<file path="src/rtl/tea_pkg.sv">
// ----------------------------------------------------------------------------
// TEA block cipher package
// Shared constants, register codes, pipeline types and the round mix function.
// ----------------------------------------------------------------------------
package tea_pkg;

    localparam logic [31:0] TEA_DELTA    = 32'h9e3779b9;
    localparam int          ROUNDS_W     = 7;
    localparam logic [6:0]  ROUNDS_RESET = 7'd32;
    localparam int          ADDR_W       = 5;
    localparam int          DATA_W       = 32;

    typedef enum logic [2:0] {
        REG_KEY0   = 3'd0,
        REG_KEY1   = 3'd1,
        REG_KEY2   = 3'd2,
        REG_KEY3   = 3'd3,
        REG_ROUNDS = 3'd4
    } tea_reg_t;

    typedef struct packed {
        logic [31:0] k0;
        logic [31:0] k1;
        logic [31:0] k2;
        logic [31:0] k3;
    } tea_key_t;

    typedef struct packed {
        logic                dec;
        logic [ROUNDS_W-1:0] n;
        logic [31:0]         sum;
        logic [31:0]         v0;
        logic [31:0]         v1;
    } tea_item_t;

    function automatic logic [31:0] tea_mix(
        input logic [31:0] x,
        input logic [31:0] s,
        input logic [31:0] ka,
        input logic [31:0] kb
    );
        return ((x << 4) + ka) ^ (x + s) ^ ((x >> 5) + kb);
    endfunction

endpackage

</file>
<file path="src/rtl/tea_obuf.sv">
// ----------------------------------------------------------------------------
// TEA output buffer
// Output register with a skid entry, so the pipeline stops on a registered
// signal rather than on the downstream ready.
// ----------------------------------------------------------------------------
module tea_obuf
    import tea_pkg::*;
(
    input  logic        clk,
    input  logic        rst_n,
    input  logic        push_valid,
    input  logic [31:0] push_first,
    input  logic [31:0] push_second,
    output logic        room,
    output logic        out_valid,
    input  logic        out_ready,
    output logic [31:0] out_first,
    output logic [31:0] out_second
);

    logic        out_valid_reg;
    logic        skid_valid_reg;
    logic [31:0] out_first_reg;
    logic [31:0] out_second_reg;
    logic [31:0] skid_first_reg;
    logic [31:0] skid_second_reg;
    logic        take;
    logic        push;

    assign room = !skid_valid_reg;
    assign take = out_valid_reg && out_ready;
    assign push = push_valid && room;

    always_ff @(posedge clk or negedge rst_n)
    begin
        if (!rst_n)
        begin
            out_valid_reg  <= 1'b0;
            skid_valid_reg <= 1'b0;
        end
        else if (skid_valid_reg)
        begin
            if (take)
            begin
                skid_valid_reg <= 1'b0;
            end
        end
        else if (push)
        begin
            if (out_valid_reg && !take)
            begin
                skid_valid_reg <= 1'b1;
            end
            else
            begin
                out_valid_reg <= 1'b1;
            end
        end
        else if (take)
        begin
            out_valid_reg <= 1'b0;
        end
    end

    always_ff @(posedge clk)
    begin
        if (skid_valid_reg)
        begin
            if (take)
            begin
                out_first_reg  <= skid_first_reg;
                out_second_reg <= skid_second_reg;
            end
        end
        else if (push)
        begin
            if (out_valid_reg && !take)
            begin
                skid_first_reg  <= push_first;
                skid_second_reg <= push_second;
            end
            else
            begin
                out_first_reg  <= push_first;
                out_second_reg <= push_second;
            end
        end
    end

    assign out_valid  = out_valid_reg;
    assign out_first  = out_first_reg;
    assign out_second = out_second_reg;

endmodule

</file>
<file path="config.mk">
export PLATFORM = sky130hd
export DESIGN_NAME = tea_obuf
export DESIGN_NICKNAME = d
export VERILOG_FILES = /design/src/rtl/tea_pkg.sv /design/src/rtl/tea_obuf.sv
export SDC_FILE = /design/constraint.sdc
export NUM_CORES = 1
export LEC_CHECK = 0
export ABC_AREA = 1
export BUFFER_PORTS_ARGS = -buffer_cell sky130_fd_sc_hd__buf_4
export CAP_MARGIN = 5
export CORE_MARGIN = 4
export CORE_UTILIZATION = 55
export CTS_CLUSTER_DIAMETER = 50
export CTS_CLUSTER_SIZE = 12
export DETAILED_ROUTE_END_ITERATION = 12
export GPL_ROUTABILITY_DRIVEN = 1
export PLACE_DENSITY = 0.88
export SLEW_MARGIN = 20
export SYNTH_ARGS = -nofsm -noshare
export SYNTH_HDL_FRONTEND = slang
export SYNTH_SLANG_ARGS = --single-unit
</file>
<file path="constraint.sdc">
create_clock -name clk -period 12.2 [get_ports clk]
set_input_delay 1.22 -clock clk [delete_from_list [all_inputs] [get_ports clk]]
set_output_delay 1.22 -clock clk [all_outputs]
set_load 0.01 [all_outputs]
</file>
==> impl_metrics.ini <==
[clock_tree]
cts-root-buf = clkbuf_8
cts.htree.levels = 4
clock-sinks = 130
post_cts_buffers = 0
cts_tree = built
ctsHoldBuffers = 0
cts_inserted_buffers = 17
worstSkewPairLatency_ns = 0.51
cts.path.max_buffers = 2
clk_pin_slew_ns = 0.06
cts.repair.resized = 0

[sta]
timing.fmax_mhz = 277.2
rsz0062_at_grt = no
fin_tns_setup_ns = 0
min_period_ns = 3.608
finClkSkew_ns = 0.01246
relSlewSlack = 0.4436
slew_viol_final = 0
tightest_slew_ns = 0.8345
period_share = 0.2957
finalSetupViolations = 0
finalHoldViolCount = 0

[floorplan]
ios = 134
die-area_um2 = 10270
start_util = 0.5747
fp.dieW_um = 101.4
die_h_um = 101.4
core_area_um2 = 8341
rows = 33

[placement]
placed_cells = 579
hpwlAfterDp_mm = 6.453
place.gp.congestion = 0.7682
placement.io_buffers = 133

[power]
ir_worst_vdd_mv = 0.1154
clkPwrFrac = 0.329
leakage_nw = 2.795
combPwrFrac = 0.229
pwr_density_cell_nw_per_um2 = 251.9
power.switching_uw = 473.7
p_seq_frac = 0.442
switching_share = 0.2906
p_int_mw = 1.156

[global_route]
gr-usage-all-layers = 0.2083
antenna_found_initial = 0
grt_pass1_wl_mm = 15.42
grt_start_max_net_pins = 69
grt_pass1_vias = 3101
grt.overflow.total = 0

[route]
post_drt_wl_per_cell_um = 17.19
wl_met2_mm = 5.588
dr.pass1.iters = 4
viasPerCell = 5.106
vias = 3120
drtAntennaViolNets = 0
drc = 0
top_layer_used = met4
wl_met3_um = 762
drt_iter0_drc = 160
wl_met1_mm = 3.797
routed_wl_mm = 10.51

[synth]
ys_seq_area_frac = 0.8123
synthesis.area_um2 = 4793
synth_cell_types = 12
ys_ff_latch = 130
syn_nets = 421
ys_warn_count = 0
avgSynthCellArea_um2 = 13.58
syn_inst = 353

[critical_path]
crit_path_start_kind = flip-flop
cp_data_required_time_ns = 10.98
criticalPathCategory = flip-flop to output pin
arrival_ns = 2.39
crit_fanout = 68
endpoint_kind = output pin

[worst_hold_path]
hp-class = input port to async pin

[final_layout]
syn_to_final_growth_pct = 35.03
final_common_cell = nand2_1
layout_common_cells = 199 x nand2_1, 136 x buf_4, 128 x edfxtp_1, 16 x clkbuf_16, 5 x bufinv_16
drive_gt1_frac = 0.3340
nets = 561
final-instance-count-excl-fill = 611
antenna_cells = 0

[run]
maxCapViolCount = 0

[status]
status = complete, no violations
-- worst paths after layout --
| check | startpoint | to | slack [ns] | cells past startpoint |
|---|---|---|---|---|
| hold / removal | rst_n | skid_valid_reg | 0.49 | 1 |
| hold reg to reg | skid_first_reg[29] | out_first[29] | 0.51 | 2 |
| setup reg to reg | skid_valid_reg | out_second[22] | 9.50 | 4 |
| max in group asynchronous | rst_n | skid_valid_reg | 11.61 | 1 |
| setup / recovery | skid_valid_reg | room | 8.59 | 3 |
| min in group clk | skid_first_reg[29] | out_first[29] | 0.51 | 2 |
-- routing by layer --
layer | global-route usage | up-vias
met5 | 0 | -
met3 | 0.07231 | 24
met2 | 0.3556 | 162
met1 | 0.2352 | 1465
met4 | 0.09714 | 0
li1 | - | 1469
-- metrics by stage --
step	total power [mW]	area, um2	utilization	setup WS, ns	hold WS (ns)
2_1_floorplan	0.9281	4793	-	7.295	0.4903
3_3_place_gp	1.077	5842	0.7004	8.837	0.4975
3_5_place_dp	1.099	5842	0.7004	8.785	0.5004
4_1_cts	1.643	6470	0.7757	8.199	0.4559
5_1_grt	1.704	6472	0.7760	8.413	0.4521
6_report	1.630	6472	0.7760	8.592	0.4881
-- power by group through the flow --
stage,clock network [mW],registers (mW),logic [mW]
6_report,0.536,0.721,0.374
5_1_grt,0.564,0.731,0.408
4_1_cts,0.541,0.721,0.381
3_5_place_dp,0,0.726,0.373
3_3_place_gp,0,0.723,0.354
2_1_floorplan,0,0.742,0.186
-- synth_stat cells --
cell | n | area, um2
nand2_1 | 199 | 747.0
dfrtp_1 | 2 | 50.05
buf_2 | 6 | 30.03
inv_1 | 4 | 15.01
buf_6 | 6 | 67.56
inv_2 | 1 | 3.750
clkbuf_1 | 1 | 3.750
nand3_1 | 1 | 5.000
edfxtp_1 | 128 | 3844
buf_4 | 2 | 15.01
nor2_1 | 2 | 7.510
a21oi_1 | 1 | 5.000
-- layout make-up --
type                            instances  area, um2
Clock buffer                           17      414.1
Clock inverter                         15      214.0
Fill cell                             491       1868
Inverter                                5      18.77
Multi-Input combinational cell        203      775.7
Sequential cell                       130       3897
Tap cell                              105      131.4
Timing Repair Buffer                  136       1021
-- critical path, stage by stage, from the launching register on --
cell     delay, ns
dfrtp_4       0.74
inv_2         0.48
buf_4         0.45
buf_4         0.20
-- kinds of logic (layout without fill, tap and decap cells) --
logic type | count (synthesis) | in the layout | synth area share
flops | 130 | 130 | 0.8123
compound gates | 1 | 1 | 0.001043
buf+inv | 20 | 173 | 0.02819
simple gates | 202 | 202 | 0.1584
(Power assumes the default switching activity.)
